$ cat src/rtl/core/pfc_pkg.sv
// Shared types, letter codes and square lookup functions for the Playfair digraph cipher.
// No dependencies; every module of the block imports this package.
package pfc_pkg;

	localparam int unsigned Side   = 5;
	localparam int unsigned Cells  = Side * Side;
	localparam int unsigned QDepth = 4;

	localparam logic [4:0] CODE_I = 5'd8;
	localparam logic [4:0] CODE_J = 5'd9;
	localparam logic [4:0] CODE_Q = 5'd16;
	localparam logic [4:0] CODE_X = 5'd23;
	localparam logic [4:0] CODE_Z = 5'd25;

	typedef enum logic [1:0] {
		REG_SQ_LOW    = 2'd0,
		REG_SQ_MID    = 2'd1,
		REG_SQ_HIGH   = 2'd2,
		REG_DIRECTION = 2'd3
	} reg_index_t;

	// cell k of the square sits at element k, row major
	typedef logic [Cells-1:0][4:0] square_t;

	typedef struct packed {
		logic [4:0] a;
		logic [4:0] b;
		logic       fin;
	} digraph_t;

	typedef struct packed {
		logic [2:0] row;
		logic [2:0] col;
	} cell_pos_t;

	typedef struct packed {
		logic held_valid;
	} front_status_t;

	typedef struct packed {
		logic nonempty;
		logic space2;
	} queue_status_t;

	// highest matching cell wins; no match gives cell 0
	function automatic cell_pos_t find_cell(square_t sq, logic [4:0] letter);
		cell_pos_t pos;
		pos = '0;
		for (int r = 0; r < Side; r++) begin
			for (int c = 0; c < Side; c++) begin
				if (sq[r*Side+c] == letter) begin
					pos.row = 3'(r);
					pos.col = 3'(c);
				end
			end
		end
		return pos;
	endfunction

	// advance one place around the row or column, backward on decrypt
	function automatic logic [2:0] shift_pos(logic [2:0] v, logic dir);
		logic [2:0] r;
		if (!dir) begin
			r = (v == 3'(Side - 1)) ? 3'd0 : v + 3'd1;
		end else begin
			r = (v == 3'd0) ? 3'(Side - 1) : v - 3'd1;
		end
		return r;
	endfunction

	function automatic logic [4:0] cell_at(square_t sq, cell_pos_t p);
		logic [4:0] idx;
		idx = 5'(p.row) * 5'(Side) + 5'(p.col);
		return sq[idx];
	endfunction

endpackage

$ cat src/rtl/core/pfc_front.sv
// Front end: J folding, held-letter pairing, filler insertion and end-of-text padding.
// Depends on pfc_pkg; pushes up to two digraphs per accepted word into pfc_queue.
module pfc_front
	import pfc_pkg::*;
(
	input  logic          clk,
	input  logic          arst_n,
	input  logic          in_valid,
	output logic          in_ready,
	input  logic [4:0]    letter_in,
	input  logic          text_end,
	input  queue_status_t q_status,
	output logic [1:0]    push_n,
	output digraph_t      push_d0,
	output digraph_t      push_d1,
	output front_status_t status
);

	logic [4:0] held_q;
	logic       held_vld_q;
	logic [4:0] c;
	logic [4:0] held_d;
	logic       hv_d;
	logic       has0;
	logic       hasz;
	logic       acc;
	digraph_t   p0;
	digraph_t   pz;

	assign in_ready = q_status.space2;
	assign acc      = in_valid && in_ready;
	assign status.held_valid = held_vld_q;

	always_comb begin
		c      = (letter_in == CODE_J) ? CODE_I : letter_in;
		held_d = held_q;
		hv_d   = held_vld_q;
		has0   = 1'b0;
		p0     = '0;
		if (held_vld_q && c == held_q) begin
			// repeated letter: pad with filler, keep letter for next pair
			p0.a   = held_q;
			p0.b   = (c == CODE_X) ? CODE_Q : CODE_X;
			has0   = 1'b1;
			held_d = c;
			hv_d   = 1'b1;
		end else if (held_vld_q) begin
			p0.a = held_q;
			p0.b = c;
			has0 = 1'b1;
			hv_d = 1'b0;
		end else begin
			held_d = c;
			hv_d   = 1'b1;
		end
		hasz   = text_end && hv_d;
		pz.a   = held_d;
		pz.b   = CODE_Z;
		pz.fin = 1'b1;
		p0.fin = text_end && !hasz;
		if (text_end) begin
			hv_d = 1'b0;
		end
		if (has0) begin
			push_d0 = p0;
			push_d1 = pz;
		end else begin
			push_d0 = pz;
			push_d1 = pz;
		end
		push_n = acc ? ({1'b0, has0} + {1'b0, hasz}) : 2'd0;
	end

	always_ff @(posedge clk or negedge arst_n) begin
		if (!arst_n) begin
			held_q     <= '0;
			held_vld_q <= 1'b0;
		end else if (acc) begin
			held_q     <= held_d;
			held_vld_q <= hv_d;
		end
	end

endmodule

$ cat src/rtl/core/pfc_queue.sv
// Digraph queue between front and back: four entries, up to two pushes and one pop a cycle.
// Depends on pfc_pkg.
module pfc_queue
	import pfc_pkg::*;
(
	input  logic          clk,
	input  logic          arst_n,
	input  logic [1:0]    push_n,
	input  digraph_t      push_d0,
	input  digraph_t      push_d1,
	input  logic          pop,
	output digraph_t      head,
	output queue_status_t status
);

	localparam int unsigned PtrW = $clog2(QDepth);
	localparam int unsigned CntW = $clog2(QDepth + 1);

	digraph_t          mem_q [QDepth];
	logic [PtrW-1:0]   wp_q;
	logic [PtrW-1:0]   rp_q;
	logic [CntW-1:0]   cnt_q;

	assign head            = mem_q[rp_q];
	assign status.nonempty = (cnt_q != '0);
	assign status.space2   = (cnt_q <= CntW'(QDepth - 2));

	always_ff @(posedge clk) begin
		if (push_n != 2'd0) begin
			mem_q[wp_q] <= push_d0;
		end
		if (push_n == 2'd2) begin
			mem_q[wp_q + PtrW'(1)] <= push_d1;
		end
	end

	always_ff @(posedge clk or negedge arst_n) begin
		if (!arst_n) begin
			wp_q  <= '0;
			rp_q  <= '0;
			cnt_q <= '0;
		end else begin
			wp_q  <= wp_q + PtrW'(push_n);
			rp_q  <= rp_q + PtrW'(pop);
			cnt_q <= cnt_q + CntW'(push_n) - CntW'(pop);
		end
	end

endmodule

$ cat src/rtl/core/pfc_back.sv
// Back end: square lookup, row/column/rectangle rules, and two-letter output register.
// Depends on pfc_pkg; pops digraphs from pfc_queue.
module pfc_back
	import pfc_pkg::*;
(
	input  logic          clk,
	input  logic          arst_n,
	input  square_t       square,
	input  logic          dir,
	input  queue_status_t q_status,
	input  digraph_t      head,
	output logic          pop,
	output logic          out_valid,
	input  logic          out_ready,
	output logic [4:0]    letter_out,
	output logic          final_out
);

	// stage 1: digraph awaiting lookup
	logic      vld_s1;
	digraph_t  dg_s1;
	// stage 2: looked-up positions
	logic      vld_s2;
	cell_pos_t p1_s2;
	cell_pos_t p2_s2;
	logic      fin_s2;
	// output word pair
	logic      out_vld_q;
	logic      out_sel_q;
	logic [4:0] l0_q;
	logic [4:0] l1_q;
	logic      fin_q;

	logic      out_free;
	logic      s2_free;
	logic      s1_free;
	cell_pos_t n1;
	cell_pos_t n2;

	assign out_free = !out_vld_q || (out_sel_q && out_ready);
	assign s2_free  = !vld_s2 || out_free;
	assign s1_free  = !vld_s1 || s2_free;
	assign pop      = q_status.nonempty && s1_free;

	assign out_valid  = out_vld_q;
	assign letter_out = out_sel_q ? l1_q : l0_q;
	assign final_out  = out_sel_q && fin_q;

	always_comb begin
		n1 = p1_s2;
		n2 = p2_s2;
		if (p1_s2.row == p2_s2.row) begin
			n1.col = shift_pos(p1_s2.col, dir);
			n2.col = shift_pos(p2_s2.col, dir);
		end else if (p1_s2.col == p2_s2.col) begin
			n1.row = shift_pos(p1_s2.row, dir);
			n2.row = shift_pos(p2_s2.row, dir);
		end else begin
			n1.row = p2_s2.row;
			n2.row = p1_s2.row;
		end
	end

	always_ff @(posedge clk) begin
		if (pop) begin
			dg_s1 <= head;
		end
		if (vld_s1 && s2_free) begin
			p1_s2  <= find_cell(square, dg_s1.a);
			p2_s2  <= find_cell(square, dg_s1.b);
			fin_s2 <= dg_s1.fin;
		end
		if (vld_s2 && out_free) begin
			l0_q  <= cell_at(square, n1);
			l1_q  <= cell_at(square, n2);
			fin_q <= fin_s2;
		end
	end

	always_ff @(posedge clk or negedge arst_n) begin
		if (!arst_n) begin
			vld_s1    <= 1'b0;
			vld_s2    <= 1'b0;
			out_vld_q <= 1'b0;
			out_sel_q <= 1'b0;
		end else begin
			if (s1_free) begin
				vld_s1 <= pop;
			end
			if (s2_free) begin
				vld_s2 <= vld_s1;
			end
			if (out_free) begin
				out_vld_q <= vld_s2;
				out_sel_q <= 1'b0;
			end else if (out_ready) begin
				// first letter taken, show the second
				out_sel_q <= 1'b1;
			end
		end
	end

endmodule

$ cat src/rtl/core/playfair_digraph_cipher.sv
// Top level of the Playfair digraph cipher: configuration registers, front, queue, back.
// Depends on pfc_pkg, pfc_front, pfc_queue and pfc_back.
//
// Letters (0 = A .. 25 = Z) enter one word per cycle while in_ready is high; J folds to I,
// a repeated letter gets an X filler (Q after X), and an unpaired letter at text end is
// padded with Z. Each digraph is enciphered against the 5x5 square in the three cell
// registers (direction 0 encrypts, 1 decrypts) and leaves as two letter words, final_out
// marking the last one of the text. The single output port sets the rate: one letter a
// cycle while out_ready is high, so plain text without fillers streams at one input
// letter a cycle. The input takes a word whenever the four-entry digraph queue has two
// free entries; a completed pair passes the queue, stage 1, stage 2 and the output
// register. Configuration is taken every cycle and must only be written while idle.
module playfair_digraph_cipher
	import pfc_pkg::*;
(
	input  logic        clk,
	input  logic        arst_n,
	input  logic        cfg_valid,
	output logic        cfg_ready,
	input  logic [1:0]  cfg_index,
	input  logic [44:0] cfg_data,
	input  logic        in_valid,
	output logic        in_ready,
	input  logic [4:0]  letter_in,
	input  logic        text_end,
	output logic        out_valid,
	input  logic        out_ready,
	output logic [4:0]  letter_out,
	output logic        final_out
);

	logic [44:0]   sq_low_q;
	logic [39:0]   sq_mid_q;
	logic [39:0]   sq_high_q;
	logic          dir_q;
	square_t       square;
	queue_status_t q_status;
	front_status_t f_status;
	logic [1:0]    push_n;
	digraph_t      push_d0;
	digraph_t      push_d1;
	digraph_t      head;
	logic          q_pop;

	assign cfg_ready = 1'b1;
	assign square    = {sq_high_q, sq_mid_q, sq_low_q};

	always_ff @(posedge clk or negedge arst_n) begin
		if (!arst_n) begin
			sq_low_q  <= '0;
			sq_mid_q  <= '0;
			sq_high_q <= '0;
			dir_q     <= 1'b0;
		end else if (cfg_valid && cfg_ready) begin
			case (reg_index_t'(cfg_index))
				REG_SQ_LOW:    sq_low_q  <= cfg_data;
				REG_SQ_MID:    sq_mid_q  <= cfg_data[39:0];
				REG_SQ_HIGH:   sq_high_q <= cfg_data[39:0];
				REG_DIRECTION: dir_q     <= cfg_data[0];
				default: ;
			endcase
		end
	end

	pfc_front u_front (
		.clk      (clk),
		.arst_n   (arst_n),
		.in_valid (in_valid),
		.in_ready (in_ready),
		.letter_in(letter_in),
		.text_end (text_end),
		.q_status (q_status),
		.push_n   (push_n),
		.push_d0  (push_d0),
		.push_d1  (push_d1),
		.status   (f_status)
	);

	pfc_queue u_queue (
		.clk    (clk),
		.arst_n (arst_n),
		.push_n (push_n),
		.push_d0(push_d0),
		.push_d1(push_d1),
		.pop    (q_pop),
		.head   (head),
		.status (q_status)
	);

	pfc_back u_back (
		.clk       (clk),
		.arst_n    (arst_n),
		.square    (square),
		.dir       (dir_q),
		.q_status  (q_status),
		.head      (head),
		.pop       (q_pop),
		.out_valid (out_valid),
		.out_ready (out_ready),
		.letter_out(letter_out),
		.final_out (final_out)
	);

	a_end_clears_held: assert property (@(posedge clk) disable iff (!arst_n)
		in_valid && in_ready && text_end |=> !f_status.held_valid)
		else $error("held letter survived end of text");

	a_push_on_accept: assert property (@(posedge clk) disable iff (!arst_n)
		push_n != 2'd0 |-> in_valid && in_ready)
		else $error("queue push without accepted word");

	a_pair_completes: assert property (@(posedge clk) disable iff (!arst_n)
		in_valid && in_ready && f_status.held_valid |-> push_n != 2'd0)
		else $error("completed digraph not queued");

	a_pop_nonempty: assert property (@(posedge clk) disable iff (!arst_n)
		q_pop |-> q_status.nonempty)
		else $error("pop from empty queue");

endmodule
$ cat config.mk
export PLATFORM = sky130hd
export DESIGN_NAME = playfair_digraph_cipher
export DESIGN_NICKNAME = d
export VERILOG_FILES = /design/src/rtl/core/pfc_pkg.sv /design/src/rtl/core/pfc_front.sv /design/src/rtl/core/pfc_queue.sv /design/src/rtl/core/pfc_back.sv /design/src/rtl/core/playfair_digraph_cipher.sv
export SDC_FILE = /design/constraint.sdc
export NUM_CORES = 1
export LEC_CHECK = 0
export BUFFER_PORTS_ARGS = -buffer_cell sky130_fd_sc_hd__buf_4
export CAP_MARGIN = 20
export CORE_MARGIN = 2
export CORE_UTILIZATION = 35
export DETAILED_ROUTE_END_ITERATION = 6
export GPL_ROUTABILITY_DRIVEN = 0
export SLEW_MARGIN = 30
export SYNTH_ARGS = -nofsm -noshare
export SYNTH_HDL_FRONTEND = slang
export SYNTH_SLANG_ARGS = --single-unit
$ cat constraint.sdc
create_clock -name clk -period 11.92 [get_ports clk]
set_input_delay 2.384 -clock clk [delete_from_list [all_inputs] [get_ports clk]]
set_output_delay 2.384 -clock clk [all_outputs]
set_load 0.02 [all_outputs]
## Word-level counts from Yosys, hierarchy flattened

Memory sizes are Yosys's and may differ from the RTL's. A register that Yosys moved wholly into a read port is not among the register bits.
Cells that the tools add are included.

| word-level totals | value |
|---|---|
| bits in writable memories | 44 |
| output and inout bits | 9 |
| memories | 1 |
| logic and storage cells | 222 |
| bits of input ports | 58 |
| bits in registers | 167 |

Memory list:

| name | words | bits a word | read ports | clocked after Yosys merged registers in | wr ports | line | source |
|---|---|---|---|---|---|---|---|
| u_queue.mem_q | 4 | 11 | 1 | 1 | 2 | pfc_queue.sv:19 | `digraph_t mem_q [QDepth];` |

| cells by class | value |
|---|---|
| reduce and logical (&&, ||, !) cells | 30 |
| eq/ne operators | 61 |
| mux-type cells | 88 |
| add/sub/neg operators | 16 |
| multiply operators | 2 |
| magnitude comparators | 3 |

Operator list:

| cell | number |
|---|---|
| $eq A5 B5 Y1 | 49 |
| $mux W5 | 26 |
| $mux W3 | 29 |
| $bmux W5 S5 | 2 |
| $mux W4 | 10 |
| $mux W10 | 2 |
| $mux W1 | 13 |
| $add A3 B1 Y3 const B | 4 |
| $eq A3 B3 Y1 const B | 4 |
| $logic_not A3 Y1 | 4 |
| $lt A5 B6 Y1 const B | 2 |
| $sub A3 B1 Y3 const B | 4 |
| $mux W11 | 1 |
| $add A5 B3 Y5 | 2 |
| $mul A3 B3 Y5 const B | 2 |
| $mux W2 | 5 |
| $reduce_or A5 Y1 | 2 |
| $logic_and A1 B1 Y1 | 9 |
| $reduce_and A2 Y1 | 4 |
| $eq A2 B2 Y1 const B | 3 |
| $eq A3 B3 Y1 | 2 |
| $eq A5 B4 Y1 const B | 1 |
| $eq A5 B5 Y1 const B | 1 |
| $logic_not A1 Y1 | 4 |
| 12 further kinds | 15 |

## Longest topological paths before layout

Gate-level depths: netlist (run 1).

| depth | value |
|---|---|
| word-level depth | 24 |
| gate-level depth with buffers | 17 |
| mapped depth without buffers | 17 |

## Hierarchy

A second synthesis (run 1) with hierarchy kept.

| unflattened totals | value |
|---|---|
| cell total of the unflattened synthesis | 1266 |
| area total of the unflattened synthesis | 15562.4 sq um |

By module, submodules not included:

| module | area each (sq um) | seq. area each (sq um) | times used | cells an instance |
|---|---|---|---|---|
| pfc_back | 7681.1 | 1151.1 | 1 | 781 |
| playfair_digraph_cipher | 4712.0 | 3153.0 | 1 | 271 |
| pfc_queue | 2547.4 | 1496.4 | 1 | 144 |
| pfc_front | 621.8 | 150.1 | 1 | 70 |

## Worst setup path after synthesis (run 1)

No wires, ideal clock.

| timing path | value |
|---|---|
| path kind | in2reg |
| start | in letter_in[3] |
| end | mem u_queue.mem_q[1][10] (netlist name) (enable) |
| arrival | 4.451 ns |
| cell stages on the path | 12 |
| path buffers | 1 |
| setup time | 0.324 ns |
| required time | 11.596 ns |
| path slack | 7.145 ns |
| cells stage by stage | inv_1 > o41ai_2 > xor2_1 > nand2_1 > nand2_1 > and2_1 > ha_1 > nor2b_1 > a21oi_1 > or3_1 > clkbuf_1 > inv_1 |

RTL lines:

| what | line | source |
|---|---|---|
| start: declaration | playfair_digraph_cipher.sv:24 | `input logic [4:0] letter_in,` |
| end: declaration | pfc_queue.sv:19 |  |

## Final worst setup path (run 1)

| timing path | value |
|---|---|
| start | reg u_back.p1_s2[3] (netlist name) |
| end | reg u_back.l0_q[0] (data pin) |

| between the ends | value |
|---|---|
| longest elaborated chain between the ends | 9 |
| elaborated cells on any way between the ends | 15 |
| classes of those cells | add/sub: 3; mul: 1; eq/ne: 2; mux: 8; reduce/logical: 1 |

RTL lines:

| what | line | source |
|---|---|---|
| start: declaration | pfc_back.sv:24 | `cell_pos_t p1_s2;` |
| start signal: assignment | pfc_back.sv:69 | `p1_s2 <= find_cell(square, dg_s1.a);` |
| $add A3 B1 Y3, or another cell as far along | pfc_pkg.sv:64 | `r = (v == 3'(Side - 1)) ? 3'd0 : v + 3'd1;` |
| $mux W3, on equally long branches | pfc_pkg.sv:64, pfc_pkg.sv:66 |  |
| $mux W3 | pfc_pkg.sv:63 | `if (!dir) begin` |
| $mux W3 | pfc_back.sv:55 | `end else if (p1_s2.col == p2_s2.col) begin` |
| $mux W3 | pfc_back.sv:52 | `if (p1_s2.row == p2_s2.row) begin` |
| $mul A3 B3 Y5 | pfc_pkg.sv:73 | `idx = 5'(p.row) * 5'(Side) + 5'(p.col);` |
| $add A5 B3 Y5 (*) | pfc_pkg.sv:73 |  |
| $bmux W5 S5 (*) | pfc_pkg.sv:74 | `return sq[idx];` |
| $mux W5 (not written as such) (*) | pfc_pkg.sv:74 |  |
| end signal: assignment | pfc_back.sv:74 | `l0_q <= cell_at(square, n1);` |
| end: declaration | pfc_back.sv:30 | `logic [4:0] l0_q;` |

Mark *: on every way between the ends. The rest lies on a longest branch, timed or not. The select of a mux whose other input is x is not followed.
A chain may end at the register's enable or synchronous reset.

==> run metrics, run 1 <==
antenna viol nets, final=0; Synth async-reset ratio=roughly 64%; max-cap violation count=0; worst-margin pin slew=roughly 1.0 ns; Die Ht=roughly 210 µm; share of layout cells above drive strength 1=about a quarter; vias in the first global route=approximately 11000; Cell variety after synth=61; clock buffer depth=3; Synth Cell Area=14800 µm²; setup bufs post-CTS=0; total track usage=19.7%; Die Area=44000 µm²; io pins=67; largest net degree at the start of global routing=between 70 and 80; TritonRoute pass-1 iters=5; Post-Syn Instances=1285; core area=roughly 42000 µm²; relative max-transition margin=a little under a third; Layout area overhead=11.9%; Final Non-Filler Cells=1876; Worst Hold Class=flip-flop to flip-flop; WL/cell=between 20 and 25 µm; final WL=roughly 43000 µm; syn avg cell area=roughly 12 µm²; Antenna Cells=0; Seq/Total Area, Yosys=38.6%; # setup viols final=0; synth warn=0; Max Slew Vio Count=0; Initial Util=35.4%; Worst Setup End Kind=flip-flop; GRT overflow=0; # hold bufs at CTS=0; EDFF count, synth=55; Max Clk Rate=a little under 200 MHz; Worst setup SP type=flip-flop; H-Tree Depth=1; Vias=around 11000; Starting DRT DRC Count=~960; Layout Nets=1417; row count=75; Remaining DRCs=0; Final Cycle Share=a little over two fifths; Critical Path Fanout Max=11; syn_nets=1384; fin crit period=between 5 and 6 ns; cts bufs inserted=25; Worst path slowest cell=xnor2_1; #FFs+latches synth=222; CP Launch Point=u_back.p1_s2[3]; initial antenna violation count=3; Die X=about 210 µm; Worst EP arrival=roughly 5.5 ns; critical path required time=approximately 12 ns; first-pass GRT wire length=~66000 µm; outcome=finished, final reports clean; Clk Latency, worst-skew pair=between 0.5 and 0.6 ns; Hold Path Origin=u_back.dg_s1[0]; RSZ-0062 raised after global routing=no; Top cell by count, worst path=ha_1; top_reg_cell synth=dfrtp_1; DP Cell Count=between 1500 and 2000; clock skew=between 0.015 and 0.02 ns; Setup TNS=0 ns; final hold vios=0; CTS tree=built; CTS Sinks=between 200 and 250; Worst path max stage delay=about 0.85 ns; Vias per Instance=~5.7; Worst Setup Path Type=flip-flop to flip-flop; post_cts resized=0; critical-path cell list=inv_1 > ha_1 > ha_1 > nor2_1 > nand2_1 > o21ai_0 > mux2i_1 > o22ai_2 > ha_1 > ha_1 > fa_1 > xnor2_1 > nor2_1 > a22oi_1 > o22ai_1 > a32o_1 > mux2_1; Post-DP HPWL=31700 µm; clk root buf=clkbuf_16; reg2reg start=u_back.p1_s2[3]; Clock transition at path regs=0.06 ns; Port Buffer Count=65
-- cells by family (layout without fill, tap and decap cells) --
| logic type | after synthesis | count (layout) | share of synthesized area (%) |
|---|---|---|---|
| compound gates | 165 | 165 | 7.56 |
| xor+xnor | 267 | 267 | 15.9 |
| fa+ha+maj | 41 | 41 | 3.62 |
| buf+inv | 110 | 162 | 3.35 |
| flops | 222 | 222 | 38.6 |
| mux | 233 | 233 | 23.0 |
| other cells | 1 | 1 | 0.0253 |
| simple gates | 246 | 246 | 8.02 |
-- worst max-delay path, delay by kind of cell, from the launching register on --
| family | cells | cell delay [ns] |
|---|---|---|
| AND/OR/NAND/NOR | 3 | 0.52 |
| flip-flops | 1 | 0.41 |
| adder cells (fa/ha/maj) | 5 | 1.48 |
| XOR/XNOR | 1 | 0.85 |
| buffers and inverters | 1 | 0.11 |
| multiplexers | 2 | 0.50 |
| AO/OA/AOI/OAI | 5 | 1.01 |
-- layer usage --
metal / vias up / GRT usage [%] / part of all wire, % / routed length, µm
met2: 434 / 33.7 / 49 / 21100
met4: 4 / 6.31 / 3.4 / 1470
met5: - / 0 / 0.074 / 32
met3: 95 / 3.85 / 7.7 / 3330
met1: 5356 / 25.3 / 40 / 17300
li1: 4747 / - / - / -
-- sequential cells by signal, summed over array words and instances, names as in the netlist --
register,cells
u_back.p1_s2,6
u_queue.rp_q,2
u_back.out_sel_q,1
u_back.fin_s2,1
sq_mid_q,40
dir_q,1
sq_low_q,45
u_back.out_valid,1
u_back.l1_q,5
u_back.p2_s2,6
u_back.vld_s2,1
u_back.vld_s1,1
u_queue.wp_q,2
u_back.fin_q,1
u_front.held_q,5
u_back.dg_s1,11
u_queue.cnt_q,3
u_back.l0_q,5
u_front.status,1
u_queue.mem_q,44
sq_high_q,40
-- worst paths after layout --
check	endpoint	slack (ns)	cells after the start
max	u_back.l0_q[0]	6.75	17
min	u_back.fin_s2	0.43	0
max reg2reg	u_back.l0_q[0]	6.75	17
min reg2reg	u_back.fin_s2	0.43	0
max in group asynchronous	sq_low_q[44]	8.90	2
min in group asynchronous	u_front.status	1.82	1
-- metrics by stage --
stage | hold slack (ns) | utilization [%] | instance area, µm² | setup slack (ns)
floorplan | 0.400 | - | 14800 | 7.14
global placement | 0.404 | 37.6 | 15800 | 6.79
detailed placement | 0.416 | 37.6 | 15800 | 6.71
CTS | 0.429 | 39.6 | 16600 | 6.87
global route | 0.436 | 39.6 | 16600 | 6.53
finish | 0.425 | 39.6 | 16600 | 6.75
-- final cells by class --
class	count	area [µm²]
Fill cell	3972	25300
Multi-Input combinational cell	953	8610
Sequential cell	222	5710
Clock buffer	34	711
Tap cell	539	674
Timing Repair Buffer	86	653
Inverter	30	113
Clock inverter	12	88.8
-- Yosys cell counts (3+ instances only) --
cell | instances | area [µm²]
xor2_1 | 145 | 1270
dfrtp_1 | 143 | 3580
mux2_2 | 131 | 1480
xnor2_1 | 120 | 1050
mux4_2 | 71 | 1600
nor3_1 | 57 | 285
edfxtp_1 | 55 | 1650
nand2_1 | 52 | 195
nand3_1 | 49 | 245
nor2_1 | 46 | 173
a21oi_1 | 38 | 190
ha_1 | 38 | 475
buf_2 | 36 | 180
o21ai_0 | 32 | 160
inv_1 | 30 | 113
dfxtp_1 | 24 | 480
mux2i_1 | 21 | 210
clkbuf_1 | 20 | 75.1
o22a_1 | 16 | 140
buf_1 | 14 | 52.6
o22ai_1 | 14 | 87.6
a22oi_1 | 12 | 90.1
a32o_1 | 10 | 100
buf_4 | 10 | 75.1
mux2_1 | 10 | 113
and2_1 | 8 | 50.1
a31oi_1 | 6 | 37.5
nand2b_1 | 5 | 31.3
nand3b_1 | 5 | 37.5
nor2b_1 | 5 | 31.3
a21o_1 | 4 | 30.0
o211ai_1 | 4 | 30.0
o21bai_1 | 4 | 30.0
o31ai_1 | 4 | 30.0
or3_1 | 4 | 25.0
fa_1 | 3 | 60.1
nor3b_1 | 3 | 22.5
o311ai_0 | 3 | 26.3
-- cells in the final DEF (no fill, tap or decap), types with 36 or more instances in the layout --
cell type and n:
edfxtp_1 55, xnor2_1 120, buf_4 84, nor3_1 57, nand3_1 49, nor2_1 46, a21oi_1 38, dfrtp_1 143
ha_1 36, nand2_1 52, xor2_1 145, mux2_2 131, mux4_2 71
Power of run 1 is not shown: default switching activity piles up to over one toggle a cycle in this logic, so the estimate is an artifact.
==> inputs of run 2 (changes only) <==
--- a/config.mk
+++ b/config.mk
@@ -5,6 +5,7 @@
 export SDC_FILE = /design/constraint.sdc
 export NUM_CORES = 1
 export LEC_CHECK = 0
+export ABC_AREA = 1
 export BUFFER_PORTS_ARGS = -buffer_cell sky130_fd_sc_hd__buf_4
 export CAP_MARGIN = 20
 export CORE_MARGIN = 2
==> constraint.sdc (replaced) <==
create_clock -name clk -period 4.5 [get_ports clk]
set_input_delay 0.9 -clock clk [delete_from_list [all_inputs] [get_ports clk]]
set_output_delay 0.9 -clock clk [all_outputs]
set_load 0.02 [all_outputs]
==> run 2 against run 1 <==
Against the previous run: the run now ends with DRC left; cell count grew 42%; critical path type unchanged; wire length is 27% higher; non-clock buffer count up 15; largest cell class unchanged; die area grew 3.7%.
==> run metrics, run 2 <==
H-Tree Depth=1 (unchanged); Max Slew Vio Count=0 (unchanged); Most Crowded Layer GR=met2; Worst Hold Class=primary input to async pin; core area=43200 µm² (+3.2%); Worst Setup Path Type=flip-flop to flip-flop; synth warn=0 (unchanged); Setup TNS=0 ns (unchanged); post-synth top area share=23.3% (-0.88 points); dpl ws=0.432 ns (-6.28 ns); clk root buf=clkbuf_16; final instance area=17200 µm² (+3.7%); Vias per Instance=5.55 (-2.2%); leading cell type in the layout, fill and taps excluded=nand2_1; Final Non-Filler Cells=2672 (+42%); Clk Latency, worst-skew pair=0.57 ns (about the same); TritonRoute pass-1 iters=7 (+2); Worst Setup End Kind=flip-flop; met3 usage in global routing=4.03% (+0.18 points); Synth Area in Simple Gates=19.1% (+11 points); # setup viols final=0 (unchanged); top_reg_cell synth=dfrtp_1; CTS tree=built; Seq/Total Area, Yosys=37.2% (-1.4 points); Cell variety after synth=59 (-3.3%); met1 usage=31.3% (+6.0 points); outcome=finished, violations left; XOR/XNOR Fraction of Synth Area=9.45% (-6.5 points); delay-heaviest family, CP=adder cells; cts bufs inserted=27 (+8.0%); fin crit period=4.08 ns (-1.09 ns); first-pass GRT wire length=82900 µm (+25%); Reg area=5710 µm² (unchanged); Layout area overhead=11.8%; Initial Util=35.6% (+0.22 points); Largest Register=sq_low_q; Final Cycle Share=90.8% (+47 points); Worst Path Buf+Inv=3 (+2); setup bufs post-CTS=0 (unchanged); top flop regs=sq_low_q: 45 flops, u_queue.mem_q: 44 flops; Top cell by count, worst path=ha_1; vias in the first global route=13900 (+30%); post-synthesis mux area share=0.423% (-23 points); EDFF count, synth=55 (unchanged); #FFs+latches synth=222 (unchanged); synth cell count leaders=nand2_1 (360), o21ai_0 (291), inv_1 (218); Post-DP HPWL=40500 µm (+28%); # hold bufs at CTS=0 (unchanged); area occupied by multi-input gates=8180 µm² (-5.0%); GRT overflow=0 (unchanged); clock skew=0.0107 ns (-0.00838 ns); RSZ-0062 raised after global routing=no; clock buffer depth=3 (unchanged); post-synthesis adder-cell area fraction=3.49% (-0.13 points); area leader, netlist=dfrtp_1; failing checks=DRC; Antenna Cells=0 (unchanged); Worst path max stage delay=0.41 ns (-0.44 ns); critical path required time=4.89 ns (-7.31 ns); Synth Cell Area=15400 µm² (+3.8%); total track usage=23.9% (+4.2 points); Worst setup SP type=flip-flop; Worst path slowest cell=edfxtp_1; Clock transition at path regs=0.06 ns (about the same); final WL=54600 µm (+27%); top post-synthesis cells by area=dfrtp_1 (23%), edfxtp_1 (11%), o21ai_0 (9.5%); Die Ht=214 µm (+1.8%); post_cts resized=0 (unchanged); share of layout cells above drive strength 1=8.86% (-17 points); Critical Path Fanout Max=11 (unchanged); max reg flops=45 (unchanged); Max Clk Rate=245 MHz (+27%); CTS Sinks=222 (unchanged); initial antenna violation count=0 (-3); leading cell types in the layout, fill and taps excluded=nand2_1 (358), o21ai_0 (291), inv_1 (218), nor2_1 (189), dfrtp_1 (143); WL/cell=20.4 µm (-11%); worst-margin pin slew=0.929 ns (-0.112 ns); syn_nets=2152 (+55%); final hold vios=0 (unchanged); critical-path cell list=inv_1 > ha_1 > ha_1 > nor2_1 > o21bai_1 > a31oi_1 > o21ai_0 > ha_1 > ha_1 > fa_1 > xnor2_1 > buf_4 > inv_1 > o32ai_1 > nor2_1 > a31oi_1; Die X=214 µm (+1.8%); relative max-transition margin=37.4% (+7.3 points); syn avg cell area=7.48 µm² (-35%); final setup margin=0.416 ns (-6.33 ns); Remaining DRCs=20 (+20); placed cell area=16200 µm² (+3.1%); largest family of logic cells by synthesized area=compound AO/OA/AOI/OAI gates; Die Area=45600 µm² (+3.7%); Worst EP arrival=4.47 ns (-0.99 ns); GR Util met2=37.8% (+4.1 points); antenna viol nets, final=0 (unchanged); top-count cell post-synth=nand2_1; DP Cell Count=2622 (+43%); max-cap violation count=0 (unchanged); post-synthesis compound-gate area fraction=20.6% (+13 points); Port Buffer Count=65 (unchanged); Post-Syn Instances=2053 (+60%); row count=76 (+1.3%); io pins=67 (unchanged); Vias=14800 (+39%); largest net degree at the start of global routing=80 (+5.3%); Fill cells=4479 (+13%); Synth async-reset ratio=64.4% (unchanged); Starting DRT DRC Count=1921 (+100%); Layout Nets=2165 (+53%)
[run 2: cell count changes after synthesis, sizes merged, moves of 71 or more]
| cell | previous run | this run |
|---|---|---|
| nand2 | 52 | 362 |
| o21ai | 33 | 295 |
| inv | 30 | 228 |
| nor2 | 46 | 191 |
| mux2 | 141 | 4 |
| a21oi | 38 | 136 |
| xor2 | 145 | 66 |
| mux4 | 71 | 0 |
[run 2: metal layers]
metal / share of wire [%] / vias to the layer above / wire, µm
met5: 0 / - / 0
met4: 6.0 / 0 / 3280
met3: 9.3 / 188 / 5100
met2: 44 / 803 / 24200
met1: 40 / 6923 / 22000
li1: - / 6903 / -
[run 2: worst paths after layout]
kind,cells after the start,slack (ns),to,from
max in group asynchronous,2,3.11,sq_low_q[6],arst_n
worst min-delay path,1,0.36,dir_q,arst_n
worst max-delay path,16,0.42,u_back.l0_q[2],u_back.p1_s2[3]
min in group clk,0,0.42,u_back.fin_q,u_back.fin_s2
worst min register to register,0,0.42,u_back.fin_q,u_back.fin_s2
worst max register to register,16,0.42,u_back.l0_q[2],u_back.p1_s2[3]
[run 2: logic make-up (layout without fill, tap and decap cells)]
logic type,count (synthesis),count (layout)
DFF,222,222
muxes,6,6
adders and majority gates,41,41
other,1,1
AOI/OAI and AO/OA,568,568
xor gates and xnor gates,164,164
and+or+nand+nor,703,703
buffers and inverters,348,382
[run 2: area by class of cell]
class                      instances  area share (%)
clock inverter                    14           0.787
timing repair buffer             101            4.44
tap                              585            4.26
multi-input combinational       1483            47.7
clock buffer                      36            4.55
inverter                         231            5.05
sequential                       222            33.3
[run 2: worst reg2reg max path, cell delays in order (launching register included)]
cell	delay [ns]
edfxtp_1	0.41
inv_1	0.10
ha_1	0.25
ha_1	0.19
nor2_1	0.17
o21bai_1	0.15
a31oi_1	0.11
o21ai_0	0.30
ha_1	0.31
ha_1	0.31
fa_1	0.38
xnor2_1	0.17
buf_4	0.20
inv_1	0.18
o32ai_1	0.36
nor2_1	0.09
a31oi_1	0.22
[run 2: stage by stage]
stage	util, %	hold slack (ns)
2_1_floorplan	-	0.400
4_1_cts	39.8	0.397
5_1_grt	39.8	0.429
3_5_place_dp	37.6	0.410
6_report	39.8	0.356
3_3_place_gp	37.6	0.410
Power of run 2 is left out for the same reason.
==> inputs of run 3 (changes only) <==
--- a/config.mk
+++ b/config.mk
@@ -6,12 +6,13 @@
 export NUM_CORES = 1
 export LEC_CHECK = 0
 export ABC_AREA = 1
-export BUFFER_PORTS_ARGS = -buffer_cell sky130_fd_sc_hd__buf_4
 export CAP_MARGIN = 20
 export CORE_MARGIN = 2
 export CORE_UTILIZATION = 35
 export DETAILED_ROUTE_END_ITERATION = 6
+export DONT_BUFFER_PORTS = 1
 export GPL_ROUTABILITY_DRIVEN = 0
+export REMOVE_ABC_BUFFERS = 1
 export SLEW_MARGIN = 30
 export SYNTH_ARGS = -nofsm -noshare
 export SYNTH_HDL_FRONTEND = slang
==> run 3 against run 2 <==
Against the previous run: the run now ends clean; flip-flop and latch count unchanged; fmax down 1.7%; hold slack worse by 0.32 ns; global-route usage down 0.81 points; non-clock buffer count down 68; die area unchanged.
==> run metrics, run 3 (synthesized netlist as in run 2, its figures left out) <==
Fill cells=4514 (+0.78%); Worst Path Buf+Inv=2 (-1); Worst Hold Class=primary input to async pin; max reg flops=45 (unchanged); leading cell types in the layout, fill and taps excluded=nand2_1 (358), o21ai_0 (291), inv_1 (217), nor2_1 (190), dfrtp_1 (143); Layout Nets=2096 (-3.2%); RSZ-0062 raised after global routing=no; clock buffer depth=3 (unchanged); clock skew=0.0217 ns (+0.0110 ns); Clk Latency, worst-skew pair=0.57 ns (about the same); Initial Util=35.6% (unchanged); antenna viol nets, final=0 (unchanged); Worst path max stage delay=0.65 ns (+0.24 ns); H-Tree Depth=1 (unchanged); Largest Register=sq_low_q; Die X=214 µm (unchanged); Worst Setup Path Type=flip-flop to flip-flop; Clock transition at path regs=0.07 ns (about the same); clk root buf=clkbuf_16; Vias per Instance=5.60 (+1.0%); worst hold slack=0.0344 ns (-0.322 ns); Critical Path Fanout Max=21 (+10); delay-heaviest family, CP=adder cells; Max Clk Rate=241 MHz (-1.7%); WL/cell=20.3 µm (-0.58%); critical path required time=4.79 ns (-0.10 ns); TritonRoute pass-1 iters=6 (-1); Die Ht=214 µm (unchanged); Max Slew Vio Count=0 (unchanged); outcome=finished, final reports clean; Layout area overhead=8.70%; total track usage=23.1% (-0.81 points); leading cell type in the layout, fill and taps excluded=nand2_1; worst-margin pin slew=1.05 ns (+0.117 ns); relative max-transition margin=30.2% (-7.2 points); row count=76 (unchanged); Final Cycle Share=92.3% (+1.6 points); cts bufs inserted=26 (-3.7%); Starting DRT DRC Count=1846 (-3.9%); CTS tree=built; Top cell by count, worst path=ha_1; Port Buffer Count=0 (-100%); initial antenna violation count=1 (+1); CTS Sinks=222 (unchanged); Post-DP HPWL=39400 µm (-2.8%); Reg area=5710 µm² (unchanged); vias in the first global route=13700 (-1.5%); fin crit period=4.16 ns (+0.0717 ns); share of layout cells above drive strength 1=5.65% (-3.2 points); Die Area=45600 µm² (unchanged); max-cap violation count=0 (unchanged); core area=43200 µm² (unchanged); final WL=52900 µm (-3.2%); first-pass GRT wire length=80500 µm (-2.8%); largest net degree at the start of global routing=144 (+80%); top flop regs=sq_low_q: 45 flops, u_queue.mem_q: 44 flops; Worst setup SP type=flip-flop; final hold vios=0 (unchanged); critical-path cell list=xnor2_1 > and3_1 > inv_1 > o21ai_0 > ha_1 > ha_1 > fa_1 > clkinvlp_4 > a21oi_1 > o32ai_1 > nor2_1 > a31oi_1; area occupied by multi-input gates=8180 µm² (about the same); Remaining DRCs=0 (-100%); # setup viols final=0 (unchanged); io pins=67 (unchanged); Worst EP arrival=4.44 ns (-0.03 ns); Worst path slowest cell=fa_1; Worst Setup End Kind=flip-flop; Vias=14600 (-1.6%); GRT overflow=0 (unchanged)
==> run 3: path summary, 6_finish.rpt <==
kind,start,endpoint,slack (ns),depth (start not counted)
setup / recovery,u_back.p1_s2[5],u_back.l0_q[2],0.34,12
hold / removal,arst_n,sq_mid_q[12],0.03,0
setup reg to reg,u_back.p1_s2[5],u_back.l0_q[2],0.34,12
hold reg to reg,u_back.fin_s2,u_back.fin_q,0.42,0
max in group asynchronous,arst_n,u_back.out_sel_q,4.25,0
min in group clk,u_back.fin_s2,u_back.fin_q,0.42,0
==> run 3: layer usage <==
layer  vias to the layer above  global-route usage [%]  wire length, µm
met5                         -                       0                0
met4                         0                    9.84             2430
met3                       182                    4.48             5340
met2                       746                    36.2            23400
met1                      6882                    31.2            21700
li1                       6764                       -                -
==> run 3: cell type report <==
class | count | share of cell area (%)
diodes | 1 | 0.0150
inverters | 231 | 5.24
multi-input cells | 1483 | 49.0
well taps | 585 | 4.38
flip-flops and latches | 222 | 34.2
repair buffers | 33 | 1.56
clock inverters | 12 | 1.11
clock buffers | 35 | 4.53
==> run 3: timing repair <==
action | 4_1_cts | 5_1_grt
hold buffers | 0 | 0
setup endpoints to repair | 0 | 4
gates resized for setup | 0 | 2
setup buffers | 0 | 0
==> run 3: metrics by stage <==
step	worst slack [ns]	instance area (µm²)	std cells	setup TNS, ns	util (%)
floorplan	-0.567	14700	1936	-3.79	-
global placement	0.496	15700	2554	0	36.5
detailed placement	0.299	15700	2554	0	36.5
CTS	0.268	16700	2601	0	38.6
global route	0.0358	16700	2602	0	38.7
finish	0.345	16700	2602	0	38.7
Power of run 3 is left out for the same reason.
